### config.mk
export PLATFORM = sky130hd
export DESIGN_NAME = hypotrochoid_point_generator_flat
export DESIGN_NICKNAME = d
export VERILOG_FILES = /design/src/hw/rtl/hpg_pkg.sv /design/src/hw/rtl/hpg_if.sv /design/src/hw/rtl/hpg_smul.sv /design/src/hw/rtl/hpg_sdiv.sv /design/src/hw/rtl/hpg_cordic.sv /design/src/hw/rtl/hypotrochoid_point_generator.sv /design/src/flat_wrapper.sv
export SDC_FILE = /design/constraint.sdc
export NUM_CORES = 2
export LEC_CHECK = 0
export BUFFER_PORTS_ARGS = -buffer_cell sky130_fd_sc_hd__clkbuf_2
export CAP_MARGIN = 25
export CORE_ASPECT_RATIO = 0.7
export CORE_UTILIZATION = 35
export CTS_CLUSTER_SIZE = 25
export DETAILED_ROUTE_END_ITERATION = 7
export GPL_TIMING_DRIVEN = 0
export PLACE_DENSITY = 0.47
export SLEW_MARGIN = 30
export SYNTH_ARGS = -nofsm -noshare
export SYNTH_HDL_FRONTEND = slang
export SYNTH_SLANG_ARGS = --single-unit
### constraint.sdc
create_clock -name clk -period 21.6 [get_ports clk]
set_input_delay 1.08 -clock clk [delete_from_list [all_inputs] [get_ports clk]]
set_output_delay 1.08 -clock clk [all_outputs]
set_load 0.01 [all_outputs]
### src/hw/rtl/hpg_pkg.sv
package hpg_pkg;

	localparam int PHASE_BITS_DEF   = 32;
	localparam int CORDIC_STEPS_DEF = 16;

	localparam int POS_W    = 20;
	localparam int STEP_W   = 24;
	localparam int RAD_W    = 16;
	localparam int CTR_W    = 12;
	localparam int CORD_W   = 34;
	localparam int ANG_W    = 32;
	localparam int DIVN_W   = 40;
	localparam int PEN_W    = 18;
	localparam int SCL_A_W  = 19;
	localparam int SUM_W    = 25;
	localparam int APB_AW   = 5;
	localparam int APB_DW   = 32;

	localparam logic [CORD_W-1:0] GAIN_Q30 = CORD_W'(652032874);

	localparam logic [RAD_W-1:0] OUTER_RST = 16'd6400;
	localparam logic [RAD_W-1:0] INNER_RST = 16'd1600;
	localparam logic [RAD_W-1:0] RATIO_RST = 16'd11469;
	localparam logic [CTR_W-1:0] CX_RST    = 12'd400;
	localparam logic [CTR_W-1:0] CY_RST    = 12'd300;

	localparam logic [2:0] REG_OUTER = 3'd0;
	localparam logic [2:0] REG_INNER = 3'd1;
	localparam logic [2:0] REG_RATIO = 3'd2;
	localparam logic [2:0] REG_CX    = 3'd3;
	localparam logic [2:0] REG_CY    = 3'd4;

	localparam logic OP_ADVANCE = 1'b0;
	localparam logic OP_RESTART = 1'b1;

	// arctan(2^-i) in units of 2^-32 turn
	function automatic logic [ANG_W-1:0] atan_turn(input logic [4:0] i);
		logic [ANG_W-1:0] r;
		unique case (i)
			5'd0:  r = 32'd536870912;
			5'd1:  r = 32'd316933406;
			5'd2:  r = 32'd167458907;
			5'd3:  r = 32'd85004756;
			5'd4:  r = 32'd42667331;
			5'd5:  r = 32'd21354465;
			5'd6:  r = 32'd10679838;
			5'd7:  r = 32'd5340245;
			5'd8:  r = 32'd2670163;
			5'd9:  r = 32'd1335087;
			5'd10: r = 32'd667544;
			5'd11: r = 32'd333772;
			5'd12: r = 32'd166886;
			5'd13: r = 32'd83443;
			5'd14: r = 32'd41722;
			5'd15: r = 32'd20861;
			5'd16: r = 32'd10430;
			5'd17: r = 32'd5215;
			5'd18: r = 32'd2608;
			5'd19: r = 32'd1304;
			5'd20: r = 32'd652;
			5'd21: r = 32'd326;
			5'd22: r = 32'd163;
			5'd23: r = 32'd81;
			default: r = '0;
		endcase
		return r;
	endfunction

	function automatic logic signed [POS_W-1:0] sat_pos(input logic signed [SUM_W-1:0] v);
		logic signed [SUM_W-1:0] hi;
		logic signed [SUM_W-1:0] lo;
		hi = SUM_W'(524287);
		lo = -SUM_W'(524288);
		if (v > hi) begin
			return POS_W'(hi);
		end else if (v < lo) begin
			return POS_W'(lo);
		end
		return v[POS_W-1:0];
	endfunction

endpackage

### src/hw/rtl/hpg_if.sv
interface hpg_in_if;
	import hpg_pkg::*;
	logic              valid;
	logic              ready;
	logic              operation;
	logic [STEP_W-1:0] time_step;
	modport source(output valid, operation, time_step, input ready);
	modport sink(input valid, operation, time_step, output ready);
endinterface

interface hpg_out_if;
	import hpg_pkg::*;
	logic                    valid;
	logic                    ready;
	logic signed [POS_W-1:0] pen_x;
	logic signed [POS_W-1:0] pen_y;
	logic signed [POS_W-1:0] prev_pen_x;
	logic signed [POS_W-1:0] prev_pen_y;
	logic signed [POS_W-1:0] rolling_x;
	logic signed [POS_W-1:0] rolling_y;
	logic                    first_point;
	logic                    bad_radius;
	modport source(output valid, pen_x, pen_y, prev_pen_x, prev_pen_y, rolling_x, rolling_y,
		first_point, bad_radius, input ready);
	modport sink(input valid, pen_x, pen_y, prev_pen_x, prev_pen_y, rolling_x, rolling_y,
		first_point, bad_radius, output ready);
endinterface

### src/hw/rtl/hpg_smul.sv
// Serial signed multiplier: one bit of a per cycle, shift-and-add.
module hpg_smul #(
	parameter int A_W = 17,
	parameter int B_W = 17
) (
	input  logic                       clk,
	input  logic                       arst_n,
	input  logic                       start,
	input  logic signed [A_W-1:0]      a,
	input  logic signed [B_W-1:0]      b,
	output logic                       busy,
	output logic signed [A_W+B_W-1:0]  p
);
	localparam int PW    = A_W + B_W;
	localparam int CNT_W = $clog2(A_W);

	logic [A_W-1:0]   a_q;
	logic [PW-1:0]    b_q;
	logic [PW-1:0]    acc_q;
	logic [CNT_W-1:0] cnt_q;
	logic             busy_q;
	logic             last;

	assign last = (cnt_q == CNT_W'(A_W - 1));

	always_ff @(posedge clk or negedge arst_n) begin
		if (!arst_n) begin
			busy_q <= 1'b0;
			cnt_q  <= '0;
		end else if (start) begin
			busy_q <= 1'b1;
			cnt_q  <= '0;
		end else if (busy_q) begin
			cnt_q <= cnt_q + 1'b1;
			if (last) begin
				busy_q <= 1'b0;
			end
		end
	end

	always_ff @(posedge clk) begin
		if (start) begin
			a_q   <= a;
			b_q   <= PW'(b);
			acc_q <= '0;
		end else if (busy_q) begin
			a_q <= a_q >> 1;
			b_q <= b_q << 1;
			// sign bit of a carries negative weight
			if (a_q[0]) begin
				acc_q <= last ? acc_q - b_q : acc_q + b_q;
			end
		end
	end

	assign busy = busy_q;
	assign p    = acc_q;
endmodule

### src/hw/rtl/hpg_sdiv.sv
// Restoring divider, one quotient bit per cycle.
module hpg_sdiv #(
	parameter int N_W = 40,
	parameter int D_W = 16
) (
	input  logic           clk,
	input  logic           arst_n,
	input  logic           start,
	input  logic [N_W-1:0] num,
	input  logic [D_W-1:0] den,
	output logic           busy,
	output logic [N_W-1:0] quo
);
	localparam int CNT_W = $clog2(N_W);

	logic [N_W-1:0]   n_q;
	logic [D_W-1:0]   d_q;
	logic [D_W-1:0]   rem_q;
	logic [CNT_W-1:0] cnt_q;
	logic             busy_q;
	logic [D_W:0]     shifted;
	logic [D_W:0]     trial;
	logic             fits;

	assign shifted = {rem_q, n_q[N_W-1]};
	assign trial   = shifted - {1'b0, d_q};
	assign fits    = (shifted >= {1'b0, d_q});

	always_ff @(posedge clk or negedge arst_n) begin
		if (!arst_n) begin
			busy_q <= 1'b0;
			cnt_q  <= '0;
		end else if (start) begin
			busy_q <= 1'b1;
			cnt_q  <= '0;
		end else if (busy_q) begin
			cnt_q <= cnt_q + 1'b1;
			if (cnt_q == CNT_W'(N_W - 1)) begin
				busy_q <= 1'b0;
			end
		end
	end

	// dividend shifts out on the left, quotient bits enter on the right
	always_ff @(posedge clk) begin
		if (start) begin
			n_q   <= num;
			d_q   <= den;
			rem_q <= '0;
		end else if (busy_q) begin
			rem_q <= fits ? trial[D_W-1:0] : shifted[D_W-1:0];
			n_q   <= {n_q[N_W-2:0], fits};
		end
	end

	assign busy = busy_q;
	assign quo  = n_q;
endmodule

### src/hw/rtl/hpg_cordic.sv
// Rotation-mode CORDIC, one micro-rotation per cycle.
module hpg_cordic #(
	parameter int STEPS = 16
) (
	input  logic                               clk,
	input  logic                               arst_n,
	input  logic                               start,
	input  logic [hpg_pkg::ANG_W-1:0]          phase,
	output logic                               busy,
	output logic signed [hpg_pkg::CORD_W-1:0]  cos_v,
	output logic signed [hpg_pkg::CORD_W-1:0]  sin_v
);
	import hpg_pkg::*;

	localparam int CNT_W = $clog2(STEPS);

	logic signed [CORD_W-1:0] x_q, y_q, z_q;
	logic [CNT_W-1:0]         cnt_q;
	logic                     busy_q;
	logic                     flip_q;
	logic [ANG_W-1:0]         a_m;
	logic                     fold;
	logic [ANG_W-1:0]         a_f;
	logic signed [CORD_W-1:0] xs, ys, at;

	// angles in the left half-plane are turned by half a turn
	assign a_m  = phase - 32'h4000_0000;
	assign fold = !a_m[ANG_W-1];
	assign a_f  = fold ? (phase ^ 32'h8000_0000) : phase;

	assign xs = x_q >>> cnt_q;
	assign ys = y_q >>> cnt_q;
	assign at = CORD_W'(atan_turn(5'(cnt_q)));

	always_ff @(posedge clk or negedge arst_n) begin
		if (!arst_n) begin
			busy_q <= 1'b0;
			cnt_q  <= '0;
		end else if (start) begin
			busy_q <= 1'b1;
			cnt_q  <= '0;
		end else if (busy_q) begin
			cnt_q <= cnt_q + 1'b1;
			if (cnt_q == CNT_W'(STEPS - 1)) begin
				busy_q <= 1'b0;
			end
		end
	end

	always_ff @(posedge clk) begin
		if (start) begin
			x_q    <= GAIN_Q30;
			y_q    <= '0;
			z_q    <= CORD_W'(signed'(a_f));
			flip_q <= fold;
		end else if (busy_q) begin
			if (!z_q[CORD_W-1]) begin
				x_q <= x_q - ys;
				y_q <= y_q + xs;
				z_q <= z_q - at;
			end else begin
				x_q <= x_q + ys;
				y_q <= y_q - xs;
				z_q <= z_q + at;
			end
		end
	end

	assign busy  = busy_q;
	assign cos_v = flip_q ? -x_q : x_q;
	assign sin_v = flip_q ? -y_q : y_q;
endmodule

### src/hw/rtl/hypotrochoid_point_generator.sv
// Advance item: accepted in S_IDLE, then multiply (S_MUL), phase-ratio divide (S_DIV),
//   phase update, CORDIC and scaling; the divide is skipped when the inner radius is zero.
// Items are not overlapped: in_ch.ready stays low until the current item is done; a restart
//   item skips the divide. The serial divider and bit-serial multipliers set the pace.
// Reset (arst_n low, async): registers take their defaults, phases clear, and a
//   phase-zero pass runs with in_ch.ready low.
module hypotrochoid_point_generator #(
	parameter int PHASE_BITS   = hpg_pkg::PHASE_BITS_DEF,
	parameter int CORDIC_STEPS = hpg_pkg::CORDIC_STEPS_DEF
) (
	input  logic                        clk,
	input  logic                        arst_n,
	hpg_in_if.sink                      in_ch,
	hpg_out_if.source                   out_ch,
	input  logic                        psel,
	input  logic                        penable,
	input  logic                        pwrite,
	input  logic [hpg_pkg::APB_AW-1:0]  paddr,
	input  logic [hpg_pkg::APB_DW-1:0]  pwdata,
	output logic [hpg_pkg::APB_DW-1:0]  prdata,
	output logic                        pready
);
	import hpg_pkg::*;

	localparam int DLW = (PHASE_BITS > DIVN_W) ? PHASE_BITS : DIVN_W;
	localparam int SW  = (PHASE_BITS > STEP_W) ? PHASE_BITS : STEP_W;
	localparam int SPW = SCL_A_W + CORD_W;
	localparam int SRW = SPW - 30;

	// sequencer states
	localparam logic [3:0] S_IDLE  = 4'd0;
	localparam logic [3:0] S_START = 4'd1;
	localparam logic [3:0] S_MUL   = 4'd2;
	localparam logic [3:0] S_DIV   = 4'd3;
	localparam logic [3:0] S_PH    = 4'd4;
	localparam logic [3:0] S_CST   = 4'd5;
	localparam logic [3:0] S_CORD  = 4'd6;
	localparam logic [3:0] S_SC    = 4'd7;
	localparam logic [3:0] S_SCW   = 4'd8;
	localparam logic [3:0] S_DONE  = 4'd9;

	logic [3:0] state_q;

	// configuration registers
	logic [RAD_W-1:0] outer_q, inner_q, ratio_q;
	logic [CTR_W-1:0] cx_q, cy_q;
	logic             wr_en;
	logic [2:0]       widx;

	assign pready = 1'b1;
	assign wr_en  = psel && penable && pwrite;
	assign widx   = paddr[4:2];

	always_ff @(posedge clk or negedge arst_n) begin
		if (!arst_n) begin
			outer_q <= OUTER_RST;
			inner_q <= INNER_RST;
			ratio_q <= RATIO_RST;
			cx_q    <= CX_RST;
			cy_q    <= CY_RST;
		end else if (wr_en) begin
			unique case (widx)
				REG_OUTER: outer_q <= pwdata[RAD_W-1:0];
				REG_INNER: inner_q <= pwdata[RAD_W-1:0];
				REG_RATIO: ratio_q <= pwdata[RAD_W-1:0];
				REG_CX:    cx_q    <= pwdata[CTR_W-1:0];
				REG_CY:    cy_q    <= pwdata[CTR_W-1:0];
				default: ;
			endcase
		end
	end

	always_comb begin
		unique case (widx)
			REG_OUTER: prdata = APB_DW'(outer_q);
			REG_INNER: prdata = APB_DW'(inner_q);
			REG_RATIO: prdata = APB_DW'(ratio_q);
			REG_CX:    prdata = APB_DW'(cx_q);
			REG_CY:    prdata = APB_DW'(cy_q);
			default:   prdata = '0;
		endcase
	end

	// item latch and state
	logic                  op_q;
	logic [STEP_W-1:0]     step_q;
	logic [PHASE_BITS-1:0] outer_ph_q, inner_ph_q;
	logic                  has_q;
	logic [PEN_W-1:0]      pen_len_q;
	logic                  in_fire;

	assign in_ch.ready = (state_q == S_IDLE);
	assign in_fire     = in_ch.valid && in_ch.ready;

	// derived geometry
	logic                    r_zero, r_big;
	logic [RAD_W-1:0]        mag;
	logic signed [RAD_W:0]   arm;

	assign r_zero = (inner_q == '0);
	assign r_big  = (inner_q > outer_q);
	assign mag    = r_big ? (inner_q - outer_q) : (outer_q - inner_q);
	assign arm    = signed'({1'b0, outer_q}) - signed'({1'b0, inner_q});

	// step * |R - r| and pen_ratio * r, bit-serial
	logic                           mul_start;
	logic                           m0_busy, m1_busy;
	logic signed [RAD_W+STEP_W+1:0] m0_p;
	logic signed [2*RAD_W+1:0]      m1_p;

	hpg_smul #(.A_W(RAD_W + 1), .B_W(STEP_W + 1)) u_mul_step (
		.clk(clk), .arst_n(arst_n), .start(mul_start),
		.a(signed'({1'b0, mag})), .b(signed'({1'b0, step_q})),
		.busy(m0_busy), .p(m0_p)
	);

	hpg_smul #(.A_W(RAD_W + 1), .B_W(RAD_W + 1)) u_mul_pen (
		.clk(clk), .arst_n(arst_n), .start(mul_start),
		.a(signed'({1'b0, ratio_q})), .b(signed'({1'b0, inner_q})),
		.busy(m1_busy), .p(m1_p)
	);

	// inner phase increment = floor(step * |R - r| / r), negated when r > R
	logic              div_start, div_busy;
	logic [DIVN_W-1:0] quo;

	hpg_sdiv #(.N_W(DIVN_W), .D_W(RAD_W)) u_div (
		.clk(clk), .arst_n(arst_n), .start(div_start),
		.num(m0_p[DIVN_W-1:0]), .den(inner_q),
		.busy(div_busy), .quo(quo)
	);

	logic [DLW-1:0] delta;
	logic [SW-1:0]  step_ext;

	assign delta    = r_big ? (DLW'(0) - DLW'(quo)) : DLW'(quo);
	assign step_ext = SW'(step_q);

	// phase reduced to a 32-bit turn fraction
	logic [ANG_W-1:0] outer_a, inner_a;

	generate
		if (PHASE_BITS >= ANG_W) begin : g_ph_top
			assign outer_a = outer_ph_q[PHASE_BITS-1 -: ANG_W];
			assign inner_a = inner_ph_q[PHASE_BITS-1 -: ANG_W];
		end else begin : g_ph_shl
			assign outer_a = {outer_ph_q, {(ANG_W - PHASE_BITS){1'b0}}};
			assign inner_a = {inner_ph_q, {(ANG_W - PHASE_BITS){1'b0}}};
		end
	endgenerate

	logic                     cord_start, co_busy, ci_busy;
	logic signed [CORD_W-1:0] co, so, ci, si;

	hpg_cordic #(.STEPS(CORDIC_STEPS)) u_cord_outer (
		.clk(clk), .arst_n(arst_n), .start(cord_start), .phase(outer_a),
		.busy(co_busy), .cos_v(co), .sin_v(so)
	);

	hpg_cordic #(.STEPS(CORDIC_STEPS)) u_cord_inner (
		.clk(clk), .arst_n(arst_n), .start(cord_start), .phase(inner_a),
		.busy(ci_busy), .cos_v(ci), .sin_v(si)
	);

	// four radius * trig products
	logic                      sc_start;
	logic                      ax_busy, ay_busy, px_busy, py_busy;
	logic signed [SPW-1:0]     ax_p, ay_p, px_p, py_p;
	logic signed [SCL_A_W-1:0] arm_a, pen_a;

	assign arm_a = SCL_A_W'(arm);
	assign pen_a = signed'({1'b0, pen_len_q});

	hpg_smul #(.A_W(SCL_A_W), .B_W(CORD_W)) u_sc_ax (
		.clk(clk), .arst_n(arst_n), .start(sc_start), .a(arm_a), .b(co),
		.busy(ax_busy), .p(ax_p)
	);
	hpg_smul #(.A_W(SCL_A_W), .B_W(CORD_W)) u_sc_ay (
		.clk(clk), .arst_n(arst_n), .start(sc_start), .a(arm_a), .b(so),
		.busy(ay_busy), .p(ay_p)
	);
	hpg_smul #(.A_W(SCL_A_W), .B_W(CORD_W)) u_sc_px (
		.clk(clk), .arst_n(arst_n), .start(sc_start), .a(pen_a), .b(ci),
		.busy(px_busy), .p(px_p)
	);
	hpg_smul #(.A_W(SCL_A_W), .B_W(CORD_W)) u_sc_py (
		.clk(clk), .arst_n(arst_n), .start(sc_start), .a(pen_a), .b(si),
		.busy(py_busy), .p(py_p)
	);

	// round half up, then drop the 30 fraction bits
	logic [SPW-1:0]        rnd;
	logic [SPW-1:0]        ax_r, ay_r, px_r, py_r;
	logic signed [SUM_W-1:0] cxs, cys, axs, ays, pxs, pys;
	logic signed [SUM_W-1:0] rx_sum, ry_sum, px_sum, py_sum;

	assign rnd  = SPW'(1) << 29;
	assign ax_r = ax_p + rnd;
	assign ay_r = ay_p + rnd;
	assign px_r = px_p + rnd;
	assign py_r = py_p + rnd;
	assign axs  = SUM_W'(signed'(ax_r[SPW-1:30]));
	assign ays  = SUM_W'(signed'(ay_r[SPW-1:30]));
	assign pxs  = SUM_W'(signed'(px_r[SPW-1:30]));
	assign pys  = SUM_W'(signed'(py_r[SPW-1:30]));
	assign cxs  = signed'(SUM_W'({cx_q, 6'b0}));
	assign cys  = signed'(SUM_W'({cy_q, 6'b0}));

	assign rx_sum = cxs + axs;
	assign ry_sum = cys + ays;
	assign px_sum = rx_sum + pxs;
	assign py_sum = ry_sum - pys;

	// output register
	logic                    out_valid_q;
	logic signed [POS_W-1:0] pen_x_q, pen_y_q, prev_x_q, prev_y_q, roll_x_q, roll_y_q;
	logic signed [POS_W-1:0] last_x_q, last_y_q;
	logic                    first_q, bad_q;
	logic                    can_emit, emit;

	assign can_emit = !out_valid_q || out_ch.ready;
	assign emit     = (state_q == S_DONE) && can_emit && (op_q == OP_ADVANCE);

	assign mul_start  = (state_q == S_START);
	assign div_start  = (state_q == S_MUL) && !m0_busy && !m1_busy
		&& (op_q == OP_ADVANCE) && !r_zero;
	assign cord_start = (state_q == S_CST);
	assign sc_start   = (state_q == S_SC);

	always_ff @(posedge clk or negedge arst_n) begin
		if (!arst_n) begin
			state_q    <= S_START;
			op_q       <= OP_RESTART;
			outer_ph_q <= '0;
			inner_ph_q <= '0;
			has_q      <= 1'b0;
		end else begin
			unique case (state_q)
				S_IDLE: begin
					if (in_fire) begin
						op_q    <= in_ch.operation;
						state_q <= S_START;
					end
				end
				S_START: begin
					if (op_q == OP_RESTART) begin
						outer_ph_q <= '0;
						inner_ph_q <= '0;
						has_q      <= 1'b0;
					end
					state_q <= S_MUL;
				end
				S_MUL: begin
					if (!m0_busy && !m1_busy) begin
						state_q <= div_start ? S_DIV : S_PH;
					end
				end
				S_DIV: begin
					if (!div_busy) begin
						state_q <= S_PH;
					end
				end
				S_PH: begin
					if (op_q == OP_ADVANCE) begin
						outer_ph_q <= outer_ph_q + step_ext[PHASE_BITS-1:0];
						if (!r_zero) begin
							inner_ph_q <= inner_ph_q + delta[PHASE_BITS-1:0];
						end
					end
					state_q <= S_CST;
				end
				S_CST: state_q <= S_CORD;
				S_CORD: begin
					if (!co_busy && !ci_busy) begin
						state_q <= S_SC;
					end
				end
				S_SC: state_q <= S_SCW;
				S_SCW: begin
					if (!ax_busy && !ay_busy && !px_busy && !py_busy) begin
						state_q <= S_DONE;
					end
				end
				S_DONE: begin
					// a restart only refreshes the stored pen point
					if (op_q == OP_RESTART) begin
						state_q <= S_IDLE;
					end else if (can_emit) begin
						has_q   <= 1'b1;
						state_q <= S_IDLE;
					end
				end
				default: state_q <= S_IDLE;
			endcase
		end
	end

	always_ff @(posedge clk or negedge arst_n) begin
		if (!arst_n) begin
			out_valid_q <= 1'b0;
		end else if (emit) begin
			out_valid_q <= 1'b1;
		end else if (out_ch.ready) begin
			out_valid_q <= 1'b0;
		end
	end

	always_ff @(posedge clk) begin
		if (in_fire) begin
			step_q <= in_ch.time_step;
		end
		// pen length = ratio * r >> 14, up to 18 bits
		if ((state_q == S_MUL) && !m0_busy && !m1_busy) begin
			pen_len_q <= r_zero ? '0 : m1_p[PEN_W+13:14];
		end
		if ((state_q == S_DONE) && (op_q == OP_RESTART)) begin
			last_x_q <= sat_pos(px_sum);
			last_y_q <= sat_pos(py_sum);
		end
		if (emit) begin
			pen_x_q  <= sat_pos(px_sum);
			pen_y_q  <= sat_pos(py_sum);
			roll_x_q <= sat_pos(rx_sum);
			roll_y_q <= sat_pos(ry_sum);
			prev_x_q <= last_x_q;
			prev_y_q <= last_y_q;
			first_q  <= !has_q;
			bad_q    <= r_zero;
			last_x_q <= sat_pos(px_sum);
			last_y_q <= sat_pos(py_sum);
		end
	end

	assign out_ch.valid       = out_valid_q;
	assign out_ch.pen_x       = pen_x_q;
	assign out_ch.pen_y       = pen_y_q;
	assign out_ch.prev_pen_x  = prev_x_q;
	assign out_ch.prev_pen_y  = prev_y_q;
	assign out_ch.rolling_x   = roll_x_q;
	assign out_ch.rolling_y   = roll_y_q;
	assign out_ch.first_point = first_q;
	assign out_ch.bad_radius  = bad_q;

	// zero inner radius leaves no pen offset: pen point equals rolling center
	a_bad_radius_pen : assert property (@(posedge clk) disable iff (!arst_n)
		out_valid_q && bad_q |-> (pen_x_q == roll_x_q) && (pen_y_q == roll_y_q))
		else $error("pen offset nonzero with zero inner radius");

	// divider never started with a zero divisor
	a_div_nonzero : assert property (@(posedge clk) disable iff (!arst_n)
		div_start |-> !r_zero)
		else $error("divide by zero radius");

	// step multiplier, divider, outer CORDIC and arm-x scaler are idle while the block waits for an item
	a_idle_quiet : assert property (@(posedge clk) disable iff (!arst_n)
		(state_q == S_IDLE) |-> !m0_busy && !div_busy && !co_busy && !ax_busy)
		else $error("unit busy in idle");

	// a restart item never produces a result
	a_restart_silent : assert property (@(posedge clk) disable iff (!arst_n)
		(op_q == OP_RESTART) && !out_valid_q |=> !out_valid_q)
		else $error("result raised by restart");
endmodule
### src/flat_wrapper.sv
// flat-port wrapper written by rule: the top's interface ports become plain ports
module hypotrochoid_point_generator_flat import hpg_pkg::*;
#(
	parameter int PHASE_BITS   = hpg_pkg::PHASE_BITS_DEF,
	parameter int CORDIC_STEPS = hpg_pkg::CORDIC_STEPS_DEF
)
  (clk, arst_n, psel, penable, pwrite, paddr, pwdata, prdata, pready, in_ch_valid, in_ch_operation, in_ch_time_step, in_ch_ready, out_ch_valid, out_ch_pen_x, out_ch_pen_y, out_ch_prev_pen_x, out_ch_prev_pen_y, out_ch_rolling_x, out_ch_rolling_y, out_ch_first_point, out_ch_bad_radius, out_ch_ready);
  hpg_in_if in_ch_i ();
  hpg_out_if out_ch_i ();
  input  logic clk;
  input  logic arst_n;
  input  logic psel;
  input  logic penable;
  input  logic pwrite;
  input  logic [hpg_pkg::APB_AW-1:0] paddr;
  input  logic [hpg_pkg::APB_DW-1:0] pwdata;
  output logic [hpg_pkg::APB_DW-1:0] prdata;
  output logic pready;
  input wire logic [$bits(in_ch_i.valid)-1:0] in_ch_valid;
  input wire logic [$bits(in_ch_i.operation)-1:0] in_ch_operation;
  input wire logic [$bits(in_ch_i.time_step)-1:0] in_ch_time_step;
  output wire logic [$bits(in_ch_i.ready)-1:0] in_ch_ready;
  output wire logic [$bits(out_ch_i.valid)-1:0] out_ch_valid;
  output wire logic [$bits(out_ch_i.pen_x)-1:0] out_ch_pen_x;
  output wire logic [$bits(out_ch_i.pen_y)-1:0] out_ch_pen_y;
  output wire logic [$bits(out_ch_i.prev_pen_x)-1:0] out_ch_prev_pen_x;
  output wire logic [$bits(out_ch_i.prev_pen_y)-1:0] out_ch_prev_pen_y;
  output wire logic [$bits(out_ch_i.rolling_x)-1:0] out_ch_rolling_x;
  output wire logic [$bits(out_ch_i.rolling_y)-1:0] out_ch_rolling_y;
  output wire logic [$bits(out_ch_i.first_point)-1:0] out_ch_first_point;
  output wire logic [$bits(out_ch_i.bad_radius)-1:0] out_ch_bad_radius;
  input wire logic [$bits(out_ch_i.ready)-1:0] out_ch_ready;
  assign in_ch_i.valid = in_ch_valid;
  assign in_ch_i.operation = in_ch_operation;
  assign in_ch_i.time_step = in_ch_time_step;
  assign in_ch_ready = in_ch_i.ready;
  assign out_ch_valid = out_ch_i.valid;
  assign out_ch_pen_x = out_ch_i.pen_x;
  assign out_ch_pen_y = out_ch_i.pen_y;
  assign out_ch_prev_pen_x = out_ch_i.prev_pen_x;
  assign out_ch_prev_pen_y = out_ch_i.prev_pen_y;
  assign out_ch_rolling_x = out_ch_i.rolling_x;
  assign out_ch_rolling_y = out_ch_i.rolling_y;
  assign out_ch_first_point = out_ch_i.first_point;
  assign out_ch_bad_radius = out_ch_i.bad_radius;
  assign out_ch_i.ready = out_ch_ready;
  hypotrochoid_point_generator #(.PHASE_BITS(PHASE_BITS), .CORDIC_STEPS(CORDIC_STEPS)) u_core (.clk(clk), .arst_n(arst_n), .in_ch(in_ch_i), .out_ch(out_ch_i), .psel(psel), .penable(penable), .pwrite(pwrite), .paddr(paddr), .pwdata(pwdata), .prdata(prdata), .pready(pready));
endmodule
==> flow_summary.json <==
{
  "dpl.hpwl_um": 312000,
  "grt_pass1_wl_um": 577000,
  "drv_slew": 0,
  "post-route-min-period_ns": 8.95,
  "cts_hold_buf": 0,
  "tightest_slew_ns": 1.12,
  "synthAdderAreaFrac_pct": 8.76,
  "syn_inst": 11989,
  "synth_cell_types": 105,
  "crit_arrival_ns": 9.51,
  "cts_resized": 0,
  "avgSynthCellArea_um2": 8.70,
  "yosysWarnings": 0,
  "area_growth_syn_to_layout_pct": 11.9,
  "die_height_um": 459,
  "critical_path_buf_inv_count": 9,
  "dr.pass1.iters": 8,
  "reg2regPathDepth": 23,
  "drc": 62,
  "synthSimpleGateAreaFrac_pct": 16.7,
  "cp_cell_sequence": "buf_2 -> buf_1 -> buf_2 -> buf_2 -> buf_1 -> buf_1 -> clkbuf_1 -> buf_1 -> clkbuf_1 -> o21ai_0 -> xnor2_1 -> ha_1 -> and3_1 -> a221o_1 -> a221oi_1 -> a211oi_1 -> or4_1 -> o211ai_1 -> o21ai_0 -> or4_1 -> a31oi_1 -> xor2_1 -> o21ai_0",
  "antenna_found_initial": 17,
  "setup_tns_ns": 0,
  "slew_headroom_pct": 24.4,
  "synth_area_leader_cell": "edfxtp_1",
  "cts-htree-levels": 4,
  "status": "finished with violations",
  "dpl_cell_area_mm2": 0.111,
  "layout.nets": 13195,
  "cts.sinks": 1352,
  "grt_max_degree": 73,
  "synth_top_family_by_area": "compound AO/OA/AOI/OAI gates",
  "worstSkewPairLatency_ns": 0.90,
  "crit_path_start_kind": "flop",
  "worst_ep_required_time_ns": 22.15,
  "worst_r2r_endpoint": "u_core.u_cord_outer.z_q[32]$_DFFE_PP_",
  "yosys_register_bits": 1352,
  "ant_nets": 0,
  "numCtsBuffers": 168,
  "yosysTopAreaCellShare_pct": 19.8,
  "cts_setup_buffers": 0,
  "worst_path_largest_cell_delay_ns": 0.65,
  "cp-end-kind": "flop",
  "core_mm2": 0.296,
  "port_buffers": 189,
  "synth-edff-count": 688,
  "synthTopCellsByArea": "edfxtp_1 20%, dfxtp_1 9.0%, ha_1 8.4%",
  "num_rows": 167,
  "drt-initial-drc-count": 8982,
  "gp_congestion": 0.957,
  "worstReg2RegStart": "u_core.u_cord_outer.cnt_q[2]$_DFFE_PN0P_",
  "via_per_inst": 5.65,
  "finalWirelength_um": 391000,
  "final-setup-viol-count": 0,
  "hp-class": "in2async",
  "cp_common_cell": "buf_1",
  "path_max_fanout": 10,
  "dieWidth_um": 655,
  "grt_pass1_vias": 87327,
  "io_pins": 226,
  "synth-xor-area-share_pct": 10.7,
  "failed_checks": "design-rule violations",
  "cts-root-buf": "clkbuf_16",
  "final-hold-violation-count": 0,
  "start_util_pct": 35.2,
  "vias": 93332,
  "grt_util_all_layers_pct": 25.2,
  "worst-setup-path-type": "reg2reg",
  "synthMuxAreaShare_pct": 7.24,
  "clockBufferDepth": 4,
  "gr-total-overflow": 0,
  "drive_gt1_share_pct": 7.68,
  "reg2reg_slack_ns": 12.65,
  "final_area_mm2": 0.117,
  "synth_compound_area_share_pct": 19.1,
  "wl_per_cell_um": 23.7,
  "clk_pin_slew_worst_paths_ns": 0.06,
  "async_flop_share_pct": 14.5,
  "die_area_mm2": 0.300,
  "netlist_area_mm2": 0.104,
  "cts_tree": "yes",
  "synthFlopType": "edfxtp_1",
  "worst_clock_skew_ns": 0.0951,
  "crit_family": "buffers and inverters",
  "cpMaxStageDelayCell": "clkbuf_1",
  "fmax_mhz": 112,
  "period_share_pct": 41.5,
  "yosysSeqAreaShare_pct": 33.5,
  "maxCapViolations": 0,
  "rsz0062_at_grt": "no"
}
-- sequential cells by signal, summed over array words and instances, names as in the netlist, 32 cells and up --
name and flops:
u_core.u_sc_ax.b_q 53, u_core.u_sc_ax.p 53, u_core.u_sc_ay.b_q 53, u_core.u_sc_ay.p 53, u_core.u_sc_px.b_q 53, u_core.u_sc_px.p 53
u_core.u_sc_py.b_q 53, u_core.u_sc_py.p 53, u_core.u_div.quo 40, u_core.u_mul_step.b_q 40, u_core.u_mul_step.p 40, u_core.u_cord_inner.x_q 34
u_core.u_cord_inner.y_q 34, u_core.u_cord_inner.z_q 34, u_core.u_cord_outer.x_q 34, u_core.u_cord_outer.y_q 34, u_core.u_cord_outer.z_q 34, u_core.inner_a 32
u_core.outer_a 32, u_core.u_mul_pen.b_q 32, u_core.u_mul_pen.p 32
-- routing by layer --
metal	vias up	track usage, %	share of wire [%]
li1	44056	-	-
met1	45641	40.2	51
met2	3214	34.4	39
met3	417	4.63	7.9
met4	4	5.32	2.1
met5	-	0	0.0069
-- cells in the final DEF, fill, tap and decap left out, drive strengths merged, types with 103 or more instances in the layout --
cell type	instances
nand2	1610
a21oi	1060
nor2	919
o21ai	871
clkbuf	867
xnor2	702
ha	697
edfxtp	688
xor2	575
dfxtp	468
inv	431
a21o	399
mux2i	250
nand3	219
nor3	205
buf	179
dfrtp	173
mux4	171
nand2b	137
o31ai	124
o21a	111
a211oi	106
nand4	105
o21bai	103
-- synth_stat cells, types with 77 or more instances --
| library cell | n |
|---|---|
| o21ai_0 | 867 |
| xnor2_1 | 702 |
| mux2_2 | 96 |
| nor2_1 | 919 |
| mux2i_1 | 250 |
| a21oi_1 | 1060 |
| or3_1 | 89 |
| nand2b_1 | 137 |
| nand3_1 | 219 |
| xor2_1 | 575 |
| ha_1 | 697 |
| inv_1 | 420 |
| o21bai_1 | 103 |
| and3_1 | 95 |
| mux4_2 | 146 |
| a21o_1 | 399 |
| clkbuf_1 | 471 |
| buf_1 | 79 |
| o21a_1 | 111 |
| nand2_1 | 1610 |
| and2_1 | 82 |
| nor4_1 | 78 |
| edfxtp_1 | 688 |
| o31ai_1 | 124 |
| dfrtp_1 | 173 |
| dfxtp_1 | 468 |
| nor3_1 | 203 |
| a211oi_1 | 106 |
| a31oi_1 | 97 |
| nor2b_1 | 77 |
| nand4_1 | 104 |
-- cell type report --
class / count / area [µm²]
diodes: 5 / 12.5
plain buffers: 605 / 2520
clock buffers: 207 / 4450
clock inverters: 96 / 1070
fillers: 29947 / 179000
inverters: 427 / 1600
multi-input cells: 9620 / 65500
flip-flops and latches: 1352 / 35000
well taps: 3971 / 4970
repair buffers: 234 / 1630
-- cells by family (layout without fill, tap and decap cells) --
logic type,Yosys count,in the layout
buf+inv,1032,1569
xor+xnor,1278,1278
other cells,2,22
simple gates,3828,3828
flops,1352,1352
fa+ha+maj,718,718
compound gates,3260,3260
mux,519,519
-- worst max path at each step --
stage / start / end / slack (ns) / cells past startpoint
2_1_floorplan: u_core.state_q[0]$_DFFE_PN1P_ / u_core.out_ch.bad_radius$_DFFE_PP_ / 10.71 / 4
3_3_place_gp: out_ch_ready / u_core.out_ch.pen_x[15]$_DFFE_PP_ / 5.68 / 3
3_5_place_dp: u_core.u_cord_outer.cnt_q[2]$_DFFE_PN0P_ / u_core.u_cord_outer.z_q[32]$_DFFE_PP_ / 12.90 / 23
4_1_cts: u_core.u_cord_outer.cnt_q[2]$_DFFE_PN0P_ / u_core.u_cord_outer.z_q[32]$_DFFE_PP_ / 12.82 / 23
5_1_grt: u_core.u_cord_outer.cnt_q[2]$_DFFE_PN0P_ / u_core.u_cord_outer.z_q[32]$_DFFE_PP_ / 12.23 / 23
6_report: u_core.u_cord_outer.cnt_q[2]$_DFFE_PN0P_ / u_core.u_cord_outer.z_q[32]$_DFFE_PP_ / 12.65 / 23
-- stage by stage --
stage / cells / utilization, % / hold slack [ns] / setup WS (ns)
final: 16517 / 39.4 / 0.150 / 12.65
after global routing: 16513 / 39.4 / 0.139 / 12.23
after CTS: 16510 / 39.4 / 0.0949 / 12.82
after detailed placement: 16207 / 37.5 / 0.405 / 12.90
after global placement: 16164 / 37.3 / 0.401 / 5.68
after floorplan: 12004 / - / 0.400 / 10.71
-- worst register-to-register path, stage by stage, from the launching register on --
cell and delay [ns]:
dfrtp_1 0.50, buf_2 0.32, buf_1 0.61, buf_2 0.44
buf_2 0.31, buf_1 0.50, buf_1 0.48, clkbuf_1 0.65
buf_1 0.65, clkbuf_1 0.44, o21ai_0 0.22, xnor2_1 0.17
ha_1 0.35, and3_1 0.20, a221o_1 0.33, a221oi_1 0.46
a211oi_1 0.17, or4_1 0.54, o211ai_1 0.21, o21ai_0 0.22
or4_1 0.43, a31oi_1 0.21, xor2_1 0.15, o21ai_0 0.10
Power is not shown: default switching activity piles up to over one toggle a cycle in this logic, so the estimate is an artifact.
